### src/sbad_pkg.sv
// Package for the sound bus address decoder: beat structs, route and command
// codes, sizes of the sound RAM and of the front-to-back queue.
// No dependencies.
package sbad_pkg;

    localparam int SOUND_RAM_DEPTH = 8192;
    localparam int RAM_AW          = $clog2(SOUND_RAM_DEPTH);
    localparam int ROM_AW          = 22;
    localparam int Q_DEPTH         = 4;
    localparam int Q_AW            = $clog2(Q_DEPTH);
    localparam int Q_CW            = $clog2(Q_DEPTH + 1);

    // Configuration register indexes
    localparam logic CFG_BOARD_MODE = 1'b0;
    localparam logic CFG_ROM_HALF   = 1'b1;

    // Board modes
    localparam logic [1:0] MODE_PLAIN = 2'd0;
    localparam logic [1:0] MODE_AUDIO = 2'd1;

    // Bus commands
    localparam logic [2:0] CMD_DATA_RD  = 3'd0;
    localparam logic [2:0] CMD_WRITE    = 3'd1;
    localparam logic [2:0] CMD_OPCODE   = 3'd2;
    localparam logic [2:0] CMD_OPERAND  = 3'd3;
    localparam logic [2:0] CMD_HOST_CMD = 3'd4;
    localparam logic [2:0] CMD_HOST_FADE = 3'd5;

    // Result routes
    localparam logic [2:0] ROUTE_OPEN    = 3'd0;
    localparam logic [2:0] ROUTE_ROM     = 3'd1;
    localparam logic [2:0] ROUTE_INT     = 3'd2;
    localparam logic [2:0] ROUTE_PORT_RD = 3'd3;
    localparam logic [2:0] ROUTE_PORT_WR = 3'd4;
    localparam logic [2:0] ROUTE_STATUS  = 3'd5;
    localparam logic [2:0] ROUTE_CMD_WR  = 3'd6;

    typedef struct packed {
        logic [2:0]  command;
        logic [15:0] address;
        logic [7:0]  write_data;
    } t_in;

    typedef struct packed {
        logic [2:0]  route;
        logic [21:0] external_address;
        logic [7:0]  read_data;
        logic [7:0]  external_data;
        logic [15:0] audio_register;
    } t_res;

    // Operation classes handed from the front to the back
    typedef enum logic [3:0] {
        K_OPEN,
        K_ROM,
        K_PORT_RD,
        K_PORT_WR,
        K_STATUS,
        K_CMD_WR,
        K_RAM_RD,
        K_RAM_WR,
        K_CMD_RD,
        K_FADE_RD,
        K_CMD_LD,
        K_FADE_LD,
        K_BANK_WR,
        K_ACH_WR,
        K_ACL_WR
    } t_kind;

    typedef struct packed {
        t_kind       kind;
        logic        use_bank;
        logic [21:0] addr;
        logic [7:0]  data;
    } t_op;

endpackage

### src/sbad_queue.sv
// Short queue of classified operations between front and back.
// Depends on sbad_pkg.
module sbad_queue (
    input  logic          i_clk,
    input  logic          i_rst_n,
    input  logic          i_push,
    input  sbad_pkg::t_op i_op,
    output logic          o_full,
    input  logic          i_pop,
    output sbad_pkg::t_op o_op,
    output logic          o_empty
);
    import sbad_pkg::*;

    t_op             r_slot [Q_DEPTH];
    logic [Q_AW-1:0] r_wr_ptr;
    logic [Q_AW-1:0] r_rd_ptr;
    logic [Q_CW-1:0] r_count;
    logic            w_push;
    logic            w_pop;

    assign w_push  = i_push && !o_full;
    assign w_pop   = i_pop && !o_empty;
    assign o_full  = (r_count == Q_CW'(Q_DEPTH));
    assign o_empty = (r_count == '0);
    assign o_op    = r_slot[r_rd_ptr];

    always_ff @(posedge i_clk) begin
        if (w_push) begin
            r_slot[r_wr_ptr] <= i_op;
        end
    end

    always_ff @(posedge i_clk) begin
        if (!i_rst_n) begin
            r_wr_ptr <= '0;
            r_rd_ptr <= '0;
            r_count  <= '0;
        end else begin
            if (w_push) begin
                r_wr_ptr <= r_wr_ptr + 1'b1;
            end
            if (w_pop) begin
                r_rd_ptr <= r_rd_ptr + 1'b1;
            end
            if (w_push && !w_pop) begin
                r_count <= r_count + 1'b1;
            end else if (w_pop && !w_push) begin
                r_count <= r_count - 1'b1;
            end
        end
    end

`ifndef ASSERT_OFF
    a_count_bound: assert property (@(posedge i_clk) disable iff (!i_rst_n)
        r_count <= Q_CW'(Q_DEPTH))
        else $error("queue count beyond depth");
    a_count_up: assert property (@(posedge i_clk) disable iff (!i_rst_n)
        (w_push && !w_pop) |=> (r_count == $past(r_count) + 1'b1))
        else $error("queue count did not advance on push");
    a_count_dn: assert property (@(posedge i_clk) disable iff (!i_rst_n)
        (w_pop && !w_push) |=> (r_count == $past(r_count) - 1'b1))
        else $error("queue count did not drop on pop");
`endif

endmodule

### config.mk
export PLATFORM = sky130hd
export DESIGN_NAME = sbad_queue
export DESIGN_NICKNAME = d
export VERILOG_FILES = /design/src/sbad_pkg.sv /design/src/sbad_queue.sv
export SDC_FILE = /design/constraint.sdc
export NUM_CORES = 1
export LEC_CHECK = 0
export ABC_CLOCK_PERIOD_IN_PS = 3200
export BUFFER_PORTS_ARGS = -buffer_cell sky130_fd_sc_hd__buf_2
export CAP_MARGIN = 20
export CORE_AREA = 2 2 100 102
export CTS_BUF_LIST = sky130_fd_sc_hd__clkbuf_4
export DETAILED_ROUTE_END_ITERATION = 7
export DIE_AREA = 0 0 102 104
export PLACE_DENSITY = 0.81
export SYNTH_ARGS = -nofsm -noshare
export SYNTH_HDL_FRONTEND = slang
export SYNTH_SLANG_ARGS = --single-unit
### constraint.sdc
create_clock -name i_clk -period 3.2 [get_ports i_clk]
set_input_delay 0.16 -clock i_clk [delete_from_list [all_inputs] [get_ports i_clk]]
set_output_delay 0.16 -clock i_clk [all_outputs]
set_load 0.01 [all_outputs]
[After elaboration in Yosys (flattened, before gate mapping)]
Memory sizes are Yosys's and may differ from the RTL's. A register that Yosys moved wholly into a read port is not among the register bits.
Index checks and enable logic that the tools add are counted.
Word-level totals
  bits in registers: 7
  memory bits (writable): 140
  input bits: 39
  output and inout bits: 37
  word-level logic and storage cells: 25
  memories: 1
Operators by class
  $add $sub $neg: 4
  eq/ne operators: 1
  muxes and demuxes: 6
  reductions and logical operators: 10
Memories
  r_slot: words 4, width 35, rd ports 1, clocked after memory_dff 1, wr ports 1, line sbad_queue.sv:15  | t_op r_slot [Q_DEPTH];
Operators by type and width (number)
  $mux 3: 2
  $add 2x1->2 const B: 2
  $logic_and 1x1->1: 4
  $logic_not 1->1: 4
  $mux 2: 2
  $add 3x1->3 const B: 1
  $eq 3x3->1 const B: 1
  $logic_not 3->1: 1
  $sub 3x1->3 const B: 1
  $mux 1: 2
  $reduce_bool 2->1: 1

[Logic depth before layout (Yosys ltp)]
  depth after elaboration: 7
  depth in mapped cells: 9
  depth with buffers taken out: 8

[Least setup slack after synthesis]
Ideal clock, no wire load.
  path type: register to register
  start: reg r_count[0]
  end: mem r_slot[0][0] (netlist bit) (enable)
  setup time: 395 ps
  data arrival time: 1697 ps
  data required time: 2805 ps
  path slack: 1108 ps
  stages on the path, launching flop included: 5
  path buffers: 1
  clock period less this slack: 2092 ps
  path through: dfxtp_1 nor3b_2 nor2b_1 buf_6 and2_1
On the way
  word-level cells in the longest chain between the ends: 5
Ends and longest elaborated chain
  start: declaration: line sbad_queue.sv:18  | logic [Q_CW-1:0] r_count;
  start signal: assignment: line sbad_queue.sv:47  | r_count <= r_count + 1'b1;
  start signal: assignment: line sbad_queue.sv:49  | r_count <= r_count - 1'b1;
  $eq 3x3->1: line sbad_queue.sv:24  | assign o_full = (r_count == Q_CW'(Q_DEPTH));
  via o_full: line sbad_queue.sv:8  | output logic o_full,
  $logic_not 1->1: line sbad_queue.sv:22  | assign w_push = i_push && !o_full;
  $logic_and 1x1->1: line sbad_queue.sv:22
  via w_push: line sbad_queue.sv:19  | logic w_push;
  $mux 1: line sbad_queue.sv:29  | if (w_push) begin
  $mux 1 (implied by the code): line sbad_queue.sv:30  | r_slot[r_wr_ptr] <= i_op;
  end: declaration: line sbad_queue.sv:15
The timed path passes the listed nets, and every way through them passes these cells.

==> results.json <==
{
  "final.period_utilization_pct": 78.8,
  "path_class": "register to output pin",
  "area_delta_synth_final_pct": 20.7,
  "cp-end-kind": "output pin",
  "wl_per_cell_um": 18.6,
  "clk_pin_slew_worst_paths_ns": 0.13,
  "ir_worst_vdd_mv": 0.383,
  "rr_startpoint": "r_count[0]$_SDFFE_PN0P_",
  "slew-limit-headroom_pct": 40.9,
  "cts_tree": "yes",
  "power_density_nw_per_um2": 719,
  "fin_worst_skew_ns": 0.0243,
  "drv_cap": 0,
  "post-place-cells": 434,
  "setup_tns_ns": 0,
  "synthArstFlopShare_pct": 0,
  "fin_nets": 401,
  "min_period_ns": 2.52,
  "coreArea_um2": 9550,
  "cts_buffer_depth": 2,
  "post-cts-setup-buffer-count": 0,
  "outcome": "finished, final reports clean",
  "clock-sinks": 149,
  "critPathLaunchType": "register",
  "cts_made_buffers": 17,
  "worstPathMaxFanout": 18,
  "overflow": 0,
  "cp.required_ns": 3.04,
  "leakage_nw": 2.32,
  "drtAntennaViolNets": 0,
  "maxSlewViolCount": 0,
  "final-hold-violation-count": 0,
  "synth_nets": 276,
  "power_mw": 4.85,
  "synth_seq_cells": 149,
  "dieHeight_um": 104,
  "synth_top_area_share_pct": 75.2,
  "gp_congestion": 0.661,
  "ys_warn_count": 0,
  "hold_start": "i_pop",
  "setup_violations": 0,
  "ctsRootBufferMaster": "clkbuf_4",
  "grt_use_total_pct": 18.8,
  "fp.dieW_um": 102,
  "rsz0062_at_grt": "false",
  "dr.pass1.iters": 7,
  "yosysTopAreaCell": "edfxtp_1",
  "drc_errors": 0,
  "grt_pass1_wl_um": 14100,
  "holdWs_ns": 0.0779,
  "yosysSeqAreaShare_pct": 78.4,
  "synth_edf_count": 140,
  "synthTopCellsByArea": "edfxtp_1 75%, mux4_2 12%, dfxtp_1 3.2%",
  "drive_above_1_share_pct": 40.4,
  "drt-total-wl_um": 9350,
  "vias_per_cell": 5.38,
  "ys_types": 25,
  "netlist_area_um2": 5590,
  "vias": 2701,
  "row_count": 36,
  "fmax_mhz": 396,
  "combPwrFrac_pct": 23.7,
  "synth_common_cells": "140 x edfxtp_1, 30 x mux4_2, 9 x dfxtp_1, 8 x and2_1",
  "cp.arrival_ns": 2.36,
  "dp_hpwl_um": 5660,
  "io_pins": 76,
  "post_cts_resized": 0,
  "ys.flop_type": "edfxtp_1",
  "insertion_delay_ns": 0.52,
  "seq_power_share_pct": 52.3,
  "pwr-share-clk_pct": 24.1,
  "hold_path_class": "input pin to register",
  "syn_area_per_cell_um2": 24.2,
  "postSynthCellCount": 231,
  "place_area_um2": 6080,
  "io_buffer_count": 75,
  "p_sw_share_pct": 26.9,
  "grt_max_degree": 36,
  "finalInstanceArea_um2": 6750,
  "first_global_vias": 2829,
  "diodes": 0,
  "instances_no_fill": 502,
  "yosysMostFrequentCell": "edfxtp_1",
  "cts_max_level": 4,
  "p_switching_mw": 1.30,
  "start_util_pct": 58.6,
  "internal_power_mw": 3.55,
  "drtIter0Drc": 179,
  "antenna_found_initial": 0,
  "tightest_slew_ns": 0.886,
  "dieArea_um2": 10600
}
worst max-delay path, cell delays in order, from the launching register on:
cell	delay, ns
dfxtp_2	0.78
buf_12	0.27
mux4_1	0.60
buf_2	0.16
metal layers:
layer,up-vias,track usage (%),routed length [µm]
met1,1391,22.3,3670
met2,90,31.7,5100
met3,2,6.72,558
met4,0,6.29,17
met5,-,0,0
li1,1218,-,-
flip-flops by register name, summed over array words and instances (netlist names), named ones only:
signal	count
r_wr_ptr	2
r_count	3
r_slot	140
r_rd_ptr	2
stage by stage:
| stage | setup slack, ns | utilization (%) |
|---|---|---|
| after floorplan | 1.11 | - |
| after global placement | 0.951 | 63.7 |
| after detailed placement | 0.749 | 63.7 |
| after CTS | 0.581 | 70.6 |
| after global routing | 0.486 | 70.6 |
| final | 0.677 | 70.6 |
placed cells by master (no fill, tap or decap):
cell type,Yosys,layout
a21boi_0,1,1
and2_1,8,4
and2_2,0,4
buf_12,3,1
buf_2,3,75
buf_4,0,4
bufinv_16,0,3
clkbuf_4,0,19
clkinv_1,0,1
clkinv_2,0,2
clkinv_4,0,2
clkinvlp_4,0,5
dfxtp_1,9,7
dfxtp_2,0,2
dlygate4sd3_1,0,36
edfxtp_1,140,140
fa_1,1,1
ha_1,5,5
inv_1,3,3
mux2i_1,3,3
mux4_1,5,5
mux4_2,30,30
nand2_1,4,4
nor2b_1,2,2
nor3_1,1,1
nor3b_2,1,1
o21ai_0,1,1
o311ai_1,1,1
o31ai_2,1,1
or3_1,1,1
xnor2_1,3,3
xor2_1,1,1
power by group through the flow:
stage / logic, mW / registers [mW] / clock network (mW)
2_1_floorplan: 0.892 / 2.47 / 0
3_3_place_gp: 1.11 / 2.57 / 0
3_5_place_dp: 1.13 / 2.59 / 0
4_1_cts: 1.16 / 2.54 / 1.20
5_1_grt: 1.23 / 2.56 / 1.28
6_report: 1.15 / 2.53 / 1.17
final timing paths:
check                        endpoint  slack (ns)  depth (start not counted)
min                          register        0.08                          4
min reg2reg  r_wr_ptr[0]$_SDFFE_PN0P_        0.51                          2
max                          o_op[28]        0.68                          3
max reg2reg   r_count[2]$_SDFFE_PN0P_        0.76                          8
kinds of logic after synthesis:
| kind of cell | share of synthesized area [%] |
|---|---|
| compound gates | 0.604 |
| fa+ha+maj | 1.48 |
| flops | 78.4 |
| mux | 15.0 |
| simple gates | 1.81 |
| buf+inv | 2.10 |
| xor+xnor | 0.627 |
timing repair:
item / 4_1_cts / 5_1_grt
hold buffers: 36 / 0
endpoints found under the hold margin: 149 / 0
setup endpoints to repair: 0 / 0
layout make-up:
cell class | instances | area [µm²]
Clock inverter | 13 | 159
Fill cell | 603 | 2800
Sequential cell | 149 | 4390
Multi-Input combinational cell | 69 | 1090
Tap cell | 133 | 166
Inverter | 3 | 11.3
Clock buffer | 19 | 143
Timing Repair Buffer | 116 | 786
No activity file was read; power rests on OpenSTA's default activity.
