<file path="src/sbad_pkg.sv">
// Package for the sound bus address decoder: beat structs, route and command
// codes, sizes of the sound RAM and of the front-to-back queue.
// No dependencies.
package sbad_pkg;

    localparam int SOUND_RAM_DEPTH = 8192;
    localparam int RAM_AW          = $clog2(SOUND_RAM_DEPTH);
    localparam int ROM_AW          = 22;
    localparam int Q_DEPTH         = 4;
    localparam int Q_AW            = $clog2(Q_DEPTH);
    localparam int Q_CW            = $clog2(Q_DEPTH + 1);

    // Configuration register indexes
    localparam logic CFG_BOARD_MODE = 1'b0;
    localparam logic CFG_ROM_HALF   = 1'b1;

    // Board modes
    localparam logic [1:0] MODE_PLAIN = 2'd0;
    localparam logic [1:0] MODE_AUDIO = 2'd1;

    // Bus commands
    localparam logic [2:0] CMD_DATA_RD  = 3'd0;
    localparam logic [2:0] CMD_WRITE    = 3'd1;
    localparam logic [2:0] CMD_OPCODE   = 3'd2;
    localparam logic [2:0] CMD_OPERAND  = 3'd3;
    localparam logic [2:0] CMD_HOST_CMD = 3'd4;
    localparam logic [2:0] CMD_HOST_FADE = 3'd5;

    // Result routes
    localparam logic [2:0] ROUTE_OPEN    = 3'd0;
    localparam logic [2:0] ROUTE_ROM     = 3'd1;
    localparam logic [2:0] ROUTE_INT     = 3'd2;
    localparam logic [2:0] ROUTE_PORT_RD = 3'd3;
    localparam logic [2:0] ROUTE_PORT_WR = 3'd4;
    localparam logic [2:0] ROUTE_STATUS  = 3'd5;
    localparam logic [2:0] ROUTE_CMD_WR  = 3'd6;

    typedef struct packed {
        logic [2:0]  command;
        logic [15:0] address;
        logic [7:0]  write_data;
    } t_in;

    typedef struct packed {
        logic [2:0]  route;
        logic [21:0] external_address;
        logic [7:0]  read_data;
        logic [7:0]  external_data;
        logic [15:0] audio_register;
    } t_res;

    // Operation classes handed from the front to the back
    typedef enum logic [3:0] {
        K_OPEN,
        K_ROM,
        K_PORT_RD,
        K_PORT_WR,
        K_STATUS,
        K_CMD_WR,
        K_RAM_RD,
        K_RAM_WR,
        K_CMD_RD,
        K_FADE_RD,
        K_CMD_LD,
        K_FADE_LD,
        K_BANK_WR,
        K_ACH_WR,
        K_ACL_WR
    } t_kind;

    typedef struct packed {
        t_kind       kind;
        logic        use_bank;
        logic [21:0] addr;
        logic [7:0]  data;
    } t_op;

endpackage

</file>
<file path="src/sbad_front.sv">
// Front of the sound bus address decoder: accepts bus beats, holds the
// configuration registers and classifies each access into a t_op.
// Depends on sbad_pkg.
module sbad_front (
    input  logic          i_clk,
    input  logic          i_rst_n,
    input  logic          i_cfg_we,
    input  logic          i_cfg_index,
    input  logic [21:0]   i_cfg_data,
    input  logic          i_push,
    input  sbad_pkg::t_in i_item,
    output logic          o_full,
    input  logic          i_q_full,
    input  logic          i_init_done,
    output logic          o_q_push,
    output sbad_pkg::t_op o_q_op
);
    import sbad_pkg::*;

    localparam logic [15:0] A_ROM_TOP  = 16'h8000;
    localparam logic [15:0] A_BANK_TOP = 16'hC000;
    localparam logic [15:0] A_D000     = 16'hD000;
    localparam logic [15:0] A_D800     = 16'hD800;
    localparam logic [15:0] A_F000     = 16'hF000;
    localparam logic [15:0] A_PORT1    = 16'hF001;
    localparam logic [15:0] A_PORT2    = 16'hF002;
    localparam logic [15:0] A_BANK_REG = 16'hF004;
    localparam logic [15:0] A_CMD_LAT  = 16'hF008;
    localparam logic [15:0] A_FADE_LAT = 16'hF00A;
    localparam logic [15:0] A_STATUS   = 16'hD007;
    localparam logic [15:0] A_ACH      = 16'hD000;
    localparam logic [15:0] A_ACL      = 16'hD001;
    localparam logic [15:0] A_ACMD     = 16'hD002;
    localparam logic [15:0] A_ABANK    = 16'hD003;

    logic [1:0]  r_board_mode;
    logic [21:0] r_rom_half;
    t_op         w_op;

    always_ff @(posedge i_clk) begin
        if (!i_rst_n) begin
            r_board_mode <= MODE_PLAIN;
            r_rom_half   <= '0;
        end else if (i_cfg_we) begin
            case (i_cfg_index)
                CFG_BOARD_MODE: r_board_mode <= i_cfg_data[1:0];
                CFG_ROM_HALF:   r_rom_half   <= i_cfg_data;
                default:        r_board_mode <= r_board_mode;
            endcase
        end
    end

    function automatic t_op f_mk(input t_kind kind, input logic use_bank,
                                 input logic [21:0] addr);
        t_op op;
        op          = '0;
        op.kind     = kind;
        op.use_bank = use_bank;
        op.addr     = addr;
        return op;
    endfunction

    function automatic t_op f_data_rd(input logic [15:0] a, input logic [1:0] mode);
        t_op op;
        if (a < A_ROM_TOP) begin
            op = f_mk(K_ROM, 1'b0, 22'(a));
        end else if (a < A_BANK_TOP) begin
            op = f_mk(K_ROM, 1'b1, 22'(a));
        end else if (mode == MODE_PLAIN) begin
            if (a < A_D000) begin
                op = f_mk(K_ROM, 1'b0, 22'(a[11:0]));
            end else if (a < A_D800) begin
                op = f_mk(K_RAM_RD, 1'b0, 22'(a[10:0]));
            end else if (a < A_F000) begin
                op = f_mk(K_ROM, 1'b0, 22'(a - A_D800));
            end else if (a == A_PORT1 || a == A_PORT2) begin
                op = f_mk(K_PORT_RD, 1'b0, 22'(a[3:0]));
            end else if (a == A_CMD_LAT) begin
                op = f_mk(K_CMD_RD, 1'b0, '0);
            end else if (a == A_FADE_LAT) begin
                op = f_mk(K_FADE_RD, 1'b0, '0);
            end else begin
                op = f_mk(K_OPEN, 1'b0, '0);
            end
        end else if (a < A_D000) begin
            op = f_mk(K_RAM_RD, 1'b0, 22'(a[11:0]));
        end else if (a < A_F000) begin
            op = f_mk((a == A_STATUS) ? K_STATUS : K_OPEN, 1'b0, '0);
        end else if (mode == MODE_AUDIO && a == A_CMD_LAT) begin
            op = f_mk(K_CMD_RD, 1'b0, '0);
        end else if (mode == MODE_AUDIO && a == A_FADE_LAT) begin
            op = f_mk(K_FADE_RD, 1'b0, '0);
        end else begin
            op = f_mk(K_RAM_RD, 1'b0, 22'({1'b1, a[11:0]}));
        end
        return op;
    endfunction

    function automatic t_op f_opcode(input logic [15:0] a, input logic [1:0] mode,
                                     input logic [21:0] half);
        t_op         op;
        logic        mid;
        logic [21:0] sum;
        mid = (a >= A_D000) && (a < A_F000);
        sum = half + 22'(a);
        if (mode > MODE_AUDIO && mid) begin
            op = f_mk(K_ROM, 1'b0, 22'(a));
        end else if (mode == MODE_AUDIO && (a < A_ROM_TOP || mid)) begin
            op = f_mk(K_ROM, 1'b0, sum);
        end else if (mode == MODE_AUDIO && a < A_BANK_TOP) begin
            op = f_mk(K_ROM, 1'b1, sum);
        end else begin
            op = f_data_rd(a, mode);
        end
        return op;
    endfunction

    function automatic t_op f_write(input logic [15:0] a, input logic [1:0] mode);
        t_op op;
        if (a < A_BANK_TOP) begin
            op = f_mk(K_OPEN, 1'b0, '0);
        end else if (mode == MODE_PLAIN) begin
            if (a < A_D000) begin
                op = f_mk(K_OPEN, 1'b0, '0);
            end else if (a < A_D800) begin
                op = f_mk(K_RAM_WR, 1'b0, 22'(a[10:0]));
            end else if (a < A_F000) begin
                op = f_mk(K_OPEN, 1'b0, '0);
            end else if (a == A_F000 || a == A_PORT1 || a == A_PORT2) begin
                op = f_mk(K_PORT_WR, 1'b0, 22'(a[3:0]));
            end else if (a == A_BANK_REG) begin
                op = f_mk(K_BANK_WR, 1'b0, '0);
            end else if (a == A_CMD_LAT) begin
                op = f_mk(K_CMD_LD, 1'b0, '0);
            end else if (a == A_FADE_LAT) begin
                op = f_mk(K_FADE_LD, 1'b0, '0);
            end else begin
                op = f_mk(K_OPEN, 1'b0, '0);
            end
        end else if (a < A_D000) begin
            op = f_mk(K_RAM_WR, 1'b0, 22'(a[11:0]));
        end else if (a < A_F000) begin
            if (a == A_ACH) begin
                op = f_mk(K_ACH_WR, 1'b0, '0);
            end else if (a == A_ACL) begin
                op = f_mk(K_ACL_WR, 1'b0, '0);
            end else if (a == A_ACMD) begin
                op = f_mk(K_CMD_WR, 1'b0, '0);
            end else if (a == A_ABANK) begin
                op = f_mk(K_BANK_WR, 1'b0, '0);
            end else begin
                op = f_mk(K_OPEN, 1'b0, '0);
            end
        end else if (mode == MODE_AUDIO && a == A_CMD_LAT) begin
            op = f_mk(K_CMD_LD, 1'b0, '0);
        end else if (mode == MODE_AUDIO && a == A_FADE_LAT) begin
            op = f_mk(K_FADE_LD, 1'b0, '0);
        end else begin
            op = f_mk(K_RAM_WR, 1'b0, 22'({1'b1, a[11:0]}));
        end
        return op;
    endfunction

    always_comb begin
        case (i_item.command)
            CMD_DATA_RD: w_op = f_data_rd(i_item.address, r_board_mode);
            CMD_WRITE:   w_op = f_write(i_item.address, r_board_mode);
            CMD_OPCODE:  w_op = f_opcode(i_item.address, r_board_mode, r_rom_half);
            CMD_OPERAND: begin
                // operand fetches on the audio board skip the decrypted half
                if (r_board_mode == MODE_AUDIO) begin
                    w_op = f_opcode(i_item.address, r_board_mode, '0);
                end else begin
                    w_op = f_opcode(i_item.address, r_board_mode, r_rom_half);
                end
            end
            CMD_HOST_CMD:  w_op = f_mk(K_CMD_LD, 1'b0, '0);
            CMD_HOST_FADE: w_op = f_mk(K_FADE_LD, 1'b0, '0);
            default:       w_op = f_mk(K_OPEN, 1'b0, '0);
        endcase
        w_op.data = i_item.write_data;
    end

    assign o_full   = i_q_full || !i_init_done;
    assign o_q_push = i_push && !o_full;
    assign o_q_op   = w_op;

endmodule

</file>
<file path="config.mk">
export PLATFORM = sky130hd
export DESIGN_NAME = sbad_front
export DESIGN_NICKNAME = d
export VERILOG_FILES = /design/src/sbad_pkg.sv /design/src/sbad_front.sv
export SDC_FILE = /design/constraint.sdc
export NUM_CORES = 1
export LEC_CHECK = 0
export ABC_AREA = 1
export BUFFER_PORTS_ARGS = -buffer_cell sky130_fd_sc_hd__buf_2
export CORE_MARGIN = 2
export CORE_UTILIZATION = 30
export CTS_CLUSTER_DIAMETER = 50
export DETAILED_ROUTE_END_ITERATION = 12
export GPL_TIMING_DRIVEN = 0
export MAX_ROUTING_LAYER = met4
export SLEW_MARGIN = 20
export SYNTH_ARGS = -nofsm -noshare
export SYNTH_HDL_FRONTEND = slang
export SYNTH_SLANG_ARGS = --single-unit
export TNS_END_PERCENT = 5
</file>
<file path="constraint.sdc">
create_clock -name i_clk -period 3.2 [get_ports i_clk]
set_input_delay 0 -clock i_clk [delete_from_list [all_inputs] [get_ports i_clk]]
set_output_delay 0 -clock i_clk [all_outputs]
set_load 0.02 [all_outputs]
</file>
[After elaboration in Yosys (flattened, before gate mapping)]
Index checks and enable logic that the tools add are counted.
Word-level totals
  flip-flop bits (word level): 24
  bits in latches: 0
  RAM bits: 0
  bits in read-only memories: 0
  bits of input ports: 56
  memories: 0
Operators by class
  $add $sub $neg: 2
  $mul: 0
  div/mod/pow operators: 0
  magnitude comparators: 7
  equal/unequal tests: 17
  shifts and indexed selects: 0
  mux-type cells: 39
  bitwise logic cells: 1
  reduce and logical (&&, ||, !) cells: 18
Operators with widths (count)
  35-bit 2-to-1 mux: 37
  35-bit one-hot mux with 6 select lines: 1
  16-bit == test (second input constant): 11
  16-bit less-than comparator (second input constant): 5
  22-bit by 16-bit adder with 22-bit output: 1
  16-bit by 16-bit subtractor with 17-bit output (second input constant): 1
  16-bit greater-or-equal comparator (second input constant): 1
  1-bit logical AND: 7
  3-bit by 2-bit == test with 1-bit output (second input constant): 2
  3-bit == test (second input constant): 2
  1-bit logical OR: 5
  2-bit AND reduction: 2
  3-bit by 1-bit == test with 1-bit output (second input constant): 1
  3-bit logical NOT: 1
  3-bit 2-to-1 mux: 1
  2-bit by 1-bit == test with 1-bit output (second input constant): 1
  2-bit by 1-bit greater-than comparator with 1-bit output (second input constant): 1
  1-bit logical NOT: 2
  2-bit logical NOT: 1
  1-bit inverter: 1

[Depth between registers and ports, before layout]
Gate-level depths: netlist (run 1).
  depth in word-level cells: 15
  depth in mapped cells: 17
  depth with buffers taken out: 17

[Worst setup path before layout (run 1)]
Ideal clock, no wire load.
  kind: register to output
  start point: register r_rom_half[0]
  end point: output port o_q_op[28] (netlist bit)
  arrival time: 1.900 ns
  data required time: 3.200 ns
  slack: 1.300 ns
  cell stages (with the launch flop): 15
  path buffers: 0
  cell sequence: dfxtp_1 > ha_1 > inv_1 > fa_1 > inv_1 > nand3_1 > nand2_1 > nand2_1 > nand3_1 > nand3_1 > nand2_1 > nand3b_1 > nand3_1 > nand3_1 > nand3_1
RTL lines
  start, declared: RTL line sbad_front.sv:37  | logic [21:0] r_rom_half;
  start signal, assigned: RTL line sbad_front.sv:47  | CFG_ROM_HALF: r_rom_half <= i_cfg_data;
  end, declared: RTL line sbad_front.sv:16  | output sbad_pkg::t_op o_q_op

==> flow_summary.json, run 1 <==
{
  "status": "finished, final reports clean",
  "drtIter0Drc": 224,
  "yosysWarnings": 0,
  "track_usage_pct": 18.41,
  "htree_levels": 1,
  "power_leakage_uw": 0.002151,
  "initial_utilization_pct": 30.72,
  "clk_pin_slew_ns": 0.08,
  "vias_per_cell": 4.804,
  "dp.cells": 835,
  "design_area_mm2": 0.004028,
  "synth_top_family_by_area": "simple AND/OR/NAND/NOR gates",
  "synth_nets": 686,
  "wl_mm": 10.59,
  "die-area_mm2": 0.01191,
  "p_int_uw": 576.3,
  "vias": 4064,
  "worstPathCellList": "ha_1 > inv_1 > fa_1 > inv_1 > nand3_1 > nand2_1 > nand2_1 > nand3_1 > nand3_1 > nand2_1 > nand3_1 > nand3_1 > nand3_1 > nand3_1 > buf_2",
  "grt_max_degree": 13,
  "nNetsFinal": 782,
  "fin_skew_ns": 0,
  "cts_tree": "done",
  "path_class": "reg -> out",
  "finalHoldViolCount": 0,
  "first_global_vias": 3610,
  "final_cells": 846,
  "combPwrFrac_pct": 49.8,
  "antennaDiodeCount": 0,
  "critPathSlowestCell": "fa_1",
  "yosysUniqueCellTypes": 36,
  "vdd_drop_max_uv": 253.9,
  "die_w_um": 109.1,
  "seqPwrFrac_pct": 33.5,
  "numClockSinks": 24,
  "synth_xor_area_share_pct": 2.113,
  "slew_headroom_pct": 43.61,
  "drive_gt1_share_pct": 17.00,
  "tightest_slew_ns": 0.8394,
  "syn_to_final_growth_pct": 21.47,
  "ys_ff_latch": 24,
  "drt_pass1_iterations": 5,
  "crit_fanout": 5,
  "portBuffers": 83,
  "cp_top_family": "simple AND/OR/NAND/NOR gates",
  "drt-wirelength-per-cell_um": 12.51,
  "io_pins": 93,
  "cpPeakStageDelay_ns": 0.39,
  "clockPowerShare_pct": 16.7,
  "placed_area_mm2": 0.003906,
  "postCtsSetupBuffers": 0,
  "root_buffer": "clkbuf_8",
  "max-cap-violations": 0,
  "syn-instance-count": 612,
  "hold_class": "in -> reg",
  "synth_mux_area_share_pct": 0,
  "power_density_mw_per_mm2": 247.8,
  "seq_area_um2": 480.5,
  "synth_compound_area_share_pct": 17.74,
  "synthSimpleGateAreaFrac_pct": 46.23,
  "grt_pass1_wl_mm": 17.14,
  "coreArea_mm2": 0.01079,
  "startpoint_type": "flop",
  "switching_share_pct": 42.25,
  "drc_errors": 0,
  "antenna_found_initial": 0,
  "fillers": 1249,
  "finalSetupTns_ns": 0,
  "synth-seq-area-share_pct": 14.49,
  "worstPathRequired_ns": 3.20,
  "row_count": 38,
  "post-route-period-util_pct": 80.71,
  "synthAdderAreaFrac_pct": 7.019,
  "finalSetupViolCount": 0,
  "finish.utilization_pct": 37.32,
  "hpwlAfterDp_mm": 8.940,
  "endpoint_kind": "output port",
  "cts.path.max_buffers": 2,
  "cp.buffers_inverters": 3,
  "dieHeight_um": 109.1,
  "grt_setup_unrepaired": "false",
  "synth.avg_cell_area_um2": 5.418,
  "report.final.slew_viol_count": 0,
  "place_congestion": 0.9371,
  "final_antenna_net_count": 0,
  "fmax_mhz": 387.2,
  "insertion_delay_ns": 0.25,
  "finalCriticalPeriod_ns": 2.583,
  "syn_area_mm2": 0.003316,
  "cts_made_buffers": 3,
  "crit_top_cell": "nand3_1",
  "multi_input_area_mm2": 0.002424,
  "arrival_ns": 2.58,
  "p_sw_uw": 421.6,
  "overflow": 0
}
layout by cell type (no fill, tap or decap), types with 2 or more instances in the layout:
master / n
ha_1: 17
a21oi_1: 36
inv_2: 5
o22ai_1: 2
nand3b_1: 3
nor2_2: 4
o211ai_1: 6
clkbuf_8: 3
dfxtp_1: 24
o21ai_1: 3
clkbuf_1: 8
inv_1: 75
nand4_1: 8
buf_4: 8
o21ai_0: 51
nor2_1: 77
dlygate4sd3_1: 8
xor2_1: 6
nand2_1: 182
o21bai_1: 2
nor3_1: 7
o221ai_1: 2
nor2_4: 2
xnor2_1: 2
nand2_2: 5
nand3_1: 63
nor3_2: 2
buf_2: 85
power groups by stage:
stage	clock [µW]	combinational, µW	sequential (µW)
2_1_floorplan	0	339	335
3_5_place_dp	0	485	341
6_report	167	497	334
5_1_grt	184	564	337
3_3_place_gp	0	486	340
4_1_cts	173	494	334
layout make-up:
| type | instances | area share (%) |
|---|---|---|
| tap | 140 | 4.349 |
| inverter | 80 | 7.456 |
| buffer | 19 | 2.765 |
| timing repair buffer | 91 | 12.30 |
| clock buffer | 3 | 1.025 |
| multi-input combinational | 489 | 60.17 |
| sequential | 24 | 11.93 |
synth_stat cells:
cell type | count | area share, %
o31ai_1 | 1 | 0.23
inv_1 | 75 | 8.5
fa_1 | 1 | 0.60
o21ai_0 | 51 | 7.7
nor2_1 | 77 | 8.7
o21ai_4 | 1 | 0.49
xnor2_1 | 2 | 0.53
o22ai_1 | 2 | 0.38
buf_2 | 2 | 0.30
o21bai_1 | 2 | 0.45
buf_6 | 1 | 0.34
nand2_2 | 5 | 0.94
clkbuf_1 | 8 | 0.91
xor2_1 | 6 | 1.6
nor2_2 | 4 | 0.75
o21ai_1 | 3 | 0.45
inv_2 | 5 | 0.57
nor3_2 | 2 | 0.60
ha_1 | 17 | 6.4
a21oi_1 | 36 | 5.4
o221ai_1 | 2 | 0.53
nand3_1 | 63 | 9.5
nand4_1 | 8 | 1.5
or2_2 | 1 | 0.19
nand3b_1 | 3 | 0.68
buf_4 | 8 | 1.8
o211ai_1 | 6 | 1.4
nand4_2 | 1 | 0.38
dfxtp_1 | 24 | 14
nor3_1 | 7 | 1.1
a21boi_0 | 1 | 0.23
nor2_8 | 1 | 0.60
a21o_1 | 1 | 0.23
nand2_1 | 182 | 21
o21ai_2 | 1 | 0.26
nor2_4 | 2 | 0.68
kinds of logic (layout without fill, tap and decap cells):
family / Yosys count / in the layout
AOI/OAI and AO/OA: 107 / 107
xor gates and xnor gates: 8 / 8
adders and majority gates: 18 / 18
buffers and inverters: 99 / 193
DFF: 24 / 24
and+or+nand+nor: 356 / 356
state kept, by name, summed over array words and instances (netlist names):
name / cells
r_board_mode: 2
r_rom_half: 22
metal layers:
metal | vias to the layer above | track usage, % | wire length [µm]
met2 | 119 | 28.93 | 4541
met3 | 14 | 1.076 | 636
li1 | 2178 | - | -
met5 | - | - | 0
met4 | 0 | 4.579 | 173
met1 | 1753 | 25.72 | 5236
stage by stage:
step	hold WS (ns)	setup slack, ns	total power [µW]
detailed placement	0.2181	0.9069	826.3
global route	0.02284	0.3639	1084
finish	0.002441	0.6172	998.0
floorplan	0.1126	1.300	673.7
CTS	0.005064	0.6071	1001
global placement	0.2174	0.9166	826.3
worst register-to-register path: stages (launching register included):
cell and delay (ns):
dfxtp_1 0.40, inv_1 0.11, a21oi_1 0.12
path summary, 6_finish.rpt:
check                      start  slack [ns]  cells past startpoint        endpoint
hold / removal     i_cfg_data[3]       0.002                      3   r_rom_half[3]
setup reg to reg  r_rom_half[19]        2.51                      2  r_rom_half[19]
hold reg to reg   r_rom_half[21]        0.48                      2  r_rom_half[21]
setup / recovery   r_rom_half[0]        0.62                     15      o_q_op[26]
what timing repair did:
item | 4_1_cts | 5_1_grt
hold endpoints to repair | 8 | 0
hold buffers | 8 | 0
resized for setup | 0 | 0
Note: power is estimated with default switching activity, not from simulation.
==> run 2: changes to the inputs <==
- clock period: 3.2 -> 2.66 ns (I/O delays scaled with it)
==> flow_summary.json, run 2 (synthesis results as in run 1) <==
{
  "status": "finished, final reports clean",
  "grt_pass1_wl_mm": 17.14,
  "hpwlAfterDp_mm": 8.940,
  "io_pins": 93,
  "drt_pass1_iterations": 5,
  "fin_skew_ns": 0,
  "layout_common_cells": "nand2_1 (180), buf_2 (85), nor2_1 (77), inv_1 (75), nand3_1 (62)",
  "fmax_mhz": 405.1,
  "portBuffers": 83,
  "vias": 4055,
  "critPathSlowestCell": "fa_1",
  "final_cells": 846,
  "antenna_found_initial": 0,
  "clk_pin_slew_ns": 0.08,
  "track_usage_pct": 18.41,
  "hold_ws_ns": 0.001642,
  "hold_class": "in -> reg",
  "startpoint_type": "flop",
  "arrival_ns": 2.47,
  "crit_top_cell": "nand2_1",
  "final_antenna_net_count": 0,
  "vias_per_cell": 4.793,
  "max-cap-violations": 0,
  "tightest_slew_ns": 0.8548,
  "top_regs": "r_rom_half x22, r_board_mode x2",
  "row_count": 38,
  "finish.utilization_pct": 37.42,
  "cp_top_family": "simple AND/OR/NAND/NOR gates",
  "power_leakage_uw": 0.002151,
  "insertion_delay_ns": 0.25,
  "cts_made_buffers": 3,
  "cp.buffers_inverters": 3,
  "drt-wirelength-per-cell_um": 12.58,
  "antennaDiodeCount": 0,
  "first_global_vias": 3610,
  "path_class": "reg -> out",
  "initial_utilization_pct": 30.72,
  "p_total_uw": 1204,
  "htree_levels": 1,
  "drtIter0Drc": 215,
  "die-area_mm2": 0.01191,
  "endpoint_kind": "output port",
  "rrSetupSlack_ns": 1.97,
  "worstPathRequired_ns": 2.66,
  "crit_fanout": 4,
  "coreArea_mm2": 0.01079,
  "postCtsSetupBuffers": 0,
  "slew_headroom_pct": 42.58,
  "cpPeakStageDelay_ns": 0.39,
  "syn_to_final_growth_pct": 21.81,
  "place_congestion": 0.9371,
  "finalSetupViolCount": 0,
  "post-route-period-util_pct": 92.79,
  "nNetsFinal": 782,
  "dieHeight_um": 109.1,
  "numClockSinks": 24,
  "dp.cells": 835,
  "report.final.slew_viol_count": 0,
  "cts.path.max_buffers": 2,
  "final_common_cell": "nand2_1",
  "finalHoldViolCount": 0,
  "die_w_um": 109.1,
  "regMostFlops": "r_rom_half",
  "worstPathCellList": "ha_1 > inv_1 > fa_1 > inv_1 > nand3_1 > nand2_2 > nand2_1 > nand3_1 > nand2_1 > nand3_1 > nand3_1 > nand2_1 > nand2_1 > nand2_1 > nand2_1 > nand2_1 > buf_2",
  "grt_max_degree": 13,
  "wl_mm": 10.64,
  "cts_tree": "done",
  "root_buffer": "clkbuf_8",
  "overflow": 0,
  "power_density_mw_per_mm2": 298.2,
  "drc_errors": 0,
  "finalCriticalPeriod_ns": 2.468,
  "vdd_drop_max_uv": 307.1,
  "largest_register_ff_count": 22,
  "drive_gt1_share_pct": 17.56
}
-- run 2: power breakdown --
group          total [µW]  internal [µW]  switching, µW
registers             402            384           18.3
clock network         201            101            101
logic                 601            210            391
-- run 2: per-stage QoR --
step | setup TNS [ns] | area, µm² | setup slack [ns]
3_5_place_dp | 0 | 3906 | 0.3669
6_report | 0 | 4039 | 0.1917
5_1_grt | -0.01603 | 4039 | -0.01508
3_3_place_gp | 0 | 3906 | 0.3766
4_1_cts | 0 | 4028 | 0.06705
2_1_floorplan | 0 | 3316 | 0.7597
-- run 2: tightest hold or removal path, cell delays in order --
cell and delay (ns):
buf_2 0.08, o21ai_0 0.07, nor2_1 0.08
-- run 2: final cells by class --
class                   count  area, µm²
fillers                  1249       6754
multi-input cells         489       2434
repair buffers             91      495.5
flip-flops and latches     24      481.7
inverters                  80      300.3
well taps                 140      175.2
plain buffers              19      111.4
clock buffers               3      41.29
-- run 2: routing by layer --
layer / vias up / track usage, % / routed length [µm]
li1: 2179 / - / -
met1: 1746 / 25.72 / 5253
met2: 116 / 28.93 / 4580
met3: 14 / 1.076 / 643
met4: 0 / 4.579 / 161
met5: - / - / 0
-- run 2: repair_timing --
item | CTS | global route
setup endpoints to repair | 0 | 6
hold buffers | 8 | 0
resized for setup | 0 | 5
endpoints found under the hold margin | 8 | 0
-- run 2: path summary, 6_finish.rpt --
| kind | cells after the start | to | from |
|---|---|---|---|
| worst max register to register | 2 | r_rom_half[19] | r_rom_half[19] |
| worst min register to register | 2 | r_rom_half[21] | r_rom_half[21] |
| worst min-delay path | 3 | r_rom_half[3] | i_cfg_data[3] |
| worst max-delay path | 17 | o_q_op[20] | r_rom_half[0] |
==> run 3: changes to the inputs <==
- CORE_ASPECT_RATIO: default -> 0.75
- CORE_MARGIN: 2 -> default
==> flow_summary.json, run 3 (synthesis results as in run 1) <==
{
  "startpoint_type": "flop",
  "drt_pass1_iterations": 6,
  "r2r-start": "r_rom_half[16]",
  "coreArea_mm2": 0.01053,
  "rrSetupSlack_ns": 1.99,
  "io_pins": 93,
  "placed_area_mm2": 0.003901,
  "grt_use_met2_pct": 31.33,
  "report.final.slew_viol_count": 0,
  "track_usage_pct": 21.79,
  "post-route-period-util_pct": 92.61,
  "vias": 4242,
  "postCtsSetupBuffers": 0,
  "hold_class": "in -> reg",
  "busiest_layer": "met1",
  "grt_max_degree": 13,
  "largest_register_ff_count": 22,
  "regMostFlops": "r_rom_half",
  "clk_pin_slew_ns": 0.06,
  "arrival_ns": 2.46,
  "drt-wirelength-per-cell_um": 14.06,
  "drive_gt1_share_pct": 17.80,
  "cts_tree": "done",
  "max-cap-violations": 0,
  "fmax_mhz": 405.9,
  "hold_depth": 3,
  "final_antenna_net_count": 0,
  "antenna_found_initial": 0,
  "first_global_vias": 3701,
  "worstPathRequired_ns": 2.66,
  "use_met1_pct": 32.76,
  "design_area_mm2": 0.004098,
  "power_leakage_uw": 0.002180,
  "dp.cells": 831,
  "endpoint_kind": "output port",
  "die_w_um": 123.4,
  "insertion_delay_ns": 0.26,
  "drc_errors": 0,
  "nNetsFinal": 784,
  "numClockSinks": 24,
  "fin_skew_ns": 0,
  "final_cells": 844,
  "cts.path.max_buffers": 2,
  "vias_per_cell": 5.026,
  "overflow": 0,
  "place_congestion": 0.9224,
  "dieHeight_um": 93.05,
  "hold_end": "r_rom_half[6]",
  "hpwlAfterDp_mm": 9.768,
  "slew_headroom_pct": 41.52,
  "wl_mm": 11.86,
  "final_common_cell": "nand2_1",
  "tightest_slew_ns": 0.8706,
  "grt_pass1_wl_mm": 18.92,
  "antennaDiodeCount": 0,
  "vdd_drop_max_uv": 204.3,
  "status": "finished, final reports clean",
  "die-area_mm2": 0.01148,
  "reg2reg_depth": 2,
  "grt_util_met3_pct": 2.988,
  "hold_start": "i_cfg_data[6]",
  "portBuffers": 83,
  "root_buffer": "clkbuf_16",
  "r2r-end": "r_rom_half[16]",
  "initial_utilization_pct": 31.49,
  "cts_made_buffers": 3,
  "top_regs": "r_rom_half x22, r_board_mode x2",
  "layout_common_cells": "nand2_1 (180), buf_2 (85), nor2_1 (77), inv_1 (75), nand3_1 (61)",
  "row_count": 32,
  "path_class": "reg -> out",
  "hold_ws_ns": 0.005587,
  "syn_to_final_growth_pct": 23.58,
  "drtIter0Drc": 322,
  "finalCriticalPeriod_ns": 2.464,
  "finalSetupViolCount": 0,
  "htree_levels": 1,
  "power_density_mw_per_mm2": 330.1,
  "crit_fanout": 5,
  "finalHoldViolCount": 0
}
[run 3: how the worst max path moves through the flow]
stage / endpoint / from / depth (start not counted) / slack (ns)
after global routing: o_q_op[20] / r_rom_half[0] / 18 / -0.005
after detailed placement: o_q_op[26] / r_rom_half[0] / 15 / 0.31
after floorplan: o_q_op[28] / r_rom_half[0] / 14 / 0.76
final: o_q_op[26] / r_rom_half[0] / 15 / 0.20
after global placement: o_q_op[22] / r_rom_half[0] / 13 / 0.36
after CTS: o_q_op[26] / r_rom_half[0] / 15 / 0.02
[run 3: metal layers]
layer,routed length (µm),vias up
li1,-,2182
met2,4826,152
met1,6141,1902
met3,824,6
met5,0,-
met4,70,0
[run 3: worst max-delay path, stage by stage (launching register included)]
cell and delay (ns):
dfxtp_1 0.35, ha_2 0.20, inv_1 0.05, fa_1 0.41, inv_1 0.07, nand3_1 0.07, nand2_2 0.11, nand2_1 0.07
nand3_2 0.11, nand3_2 0.10, nand2_2 0.12, nand3_1 0.08, nand3_1 0.09, nand3_1 0.07, nand3_1 0.11, buf_2 0.16
[run 3: metrics by stage]
step	worst slack (ns)	util (%)	setup TNS, ns	power (µW)
2_1_floorplan	0.7597	-	0	810.4
5_1_grt	-0.004806	38.91	-0.007309	1460
6_report	0.1965	38.91	0	1353
3_3_place_gp	0.3650	37.05	0	996.1
4_1_cts	0.01626	38.71	0	1350
3_5_place_dp	0.3101	37.05	0	1002
[run 3: timing repair]
action / CTS / global route
hold buffers: 10 / 0
endpoints found under the setup margin: 0 / 5
resized for setup: 0 / 7
hold endpoints to repair: 10 / 0
[run 3: report_power, final]
part / switching, µW / leakage, µW / internal (µW) / total (µW)
combinational: 404 / 0.00194 / 213 / 617
sequential: 16.0 / 0.000198 / 384 / 400
clock: 136 / 0.0000370 / 200 / 336
[run 3: final cells by class]
| type | count | area (µm²) |
|---|---|---|
| multi-input combinational | 489 | 2445 |
| sequential | 24 | 480.5 |
| buffer | 19 | 111.4 |
| inverter | 80 | 300.3 |
| fill | 1186 | 6432 |
| timing repair buffer | 93 | 515.5 |
| clock buffer | 3 | 75.07 |
| tap | 136 | 170.2 |
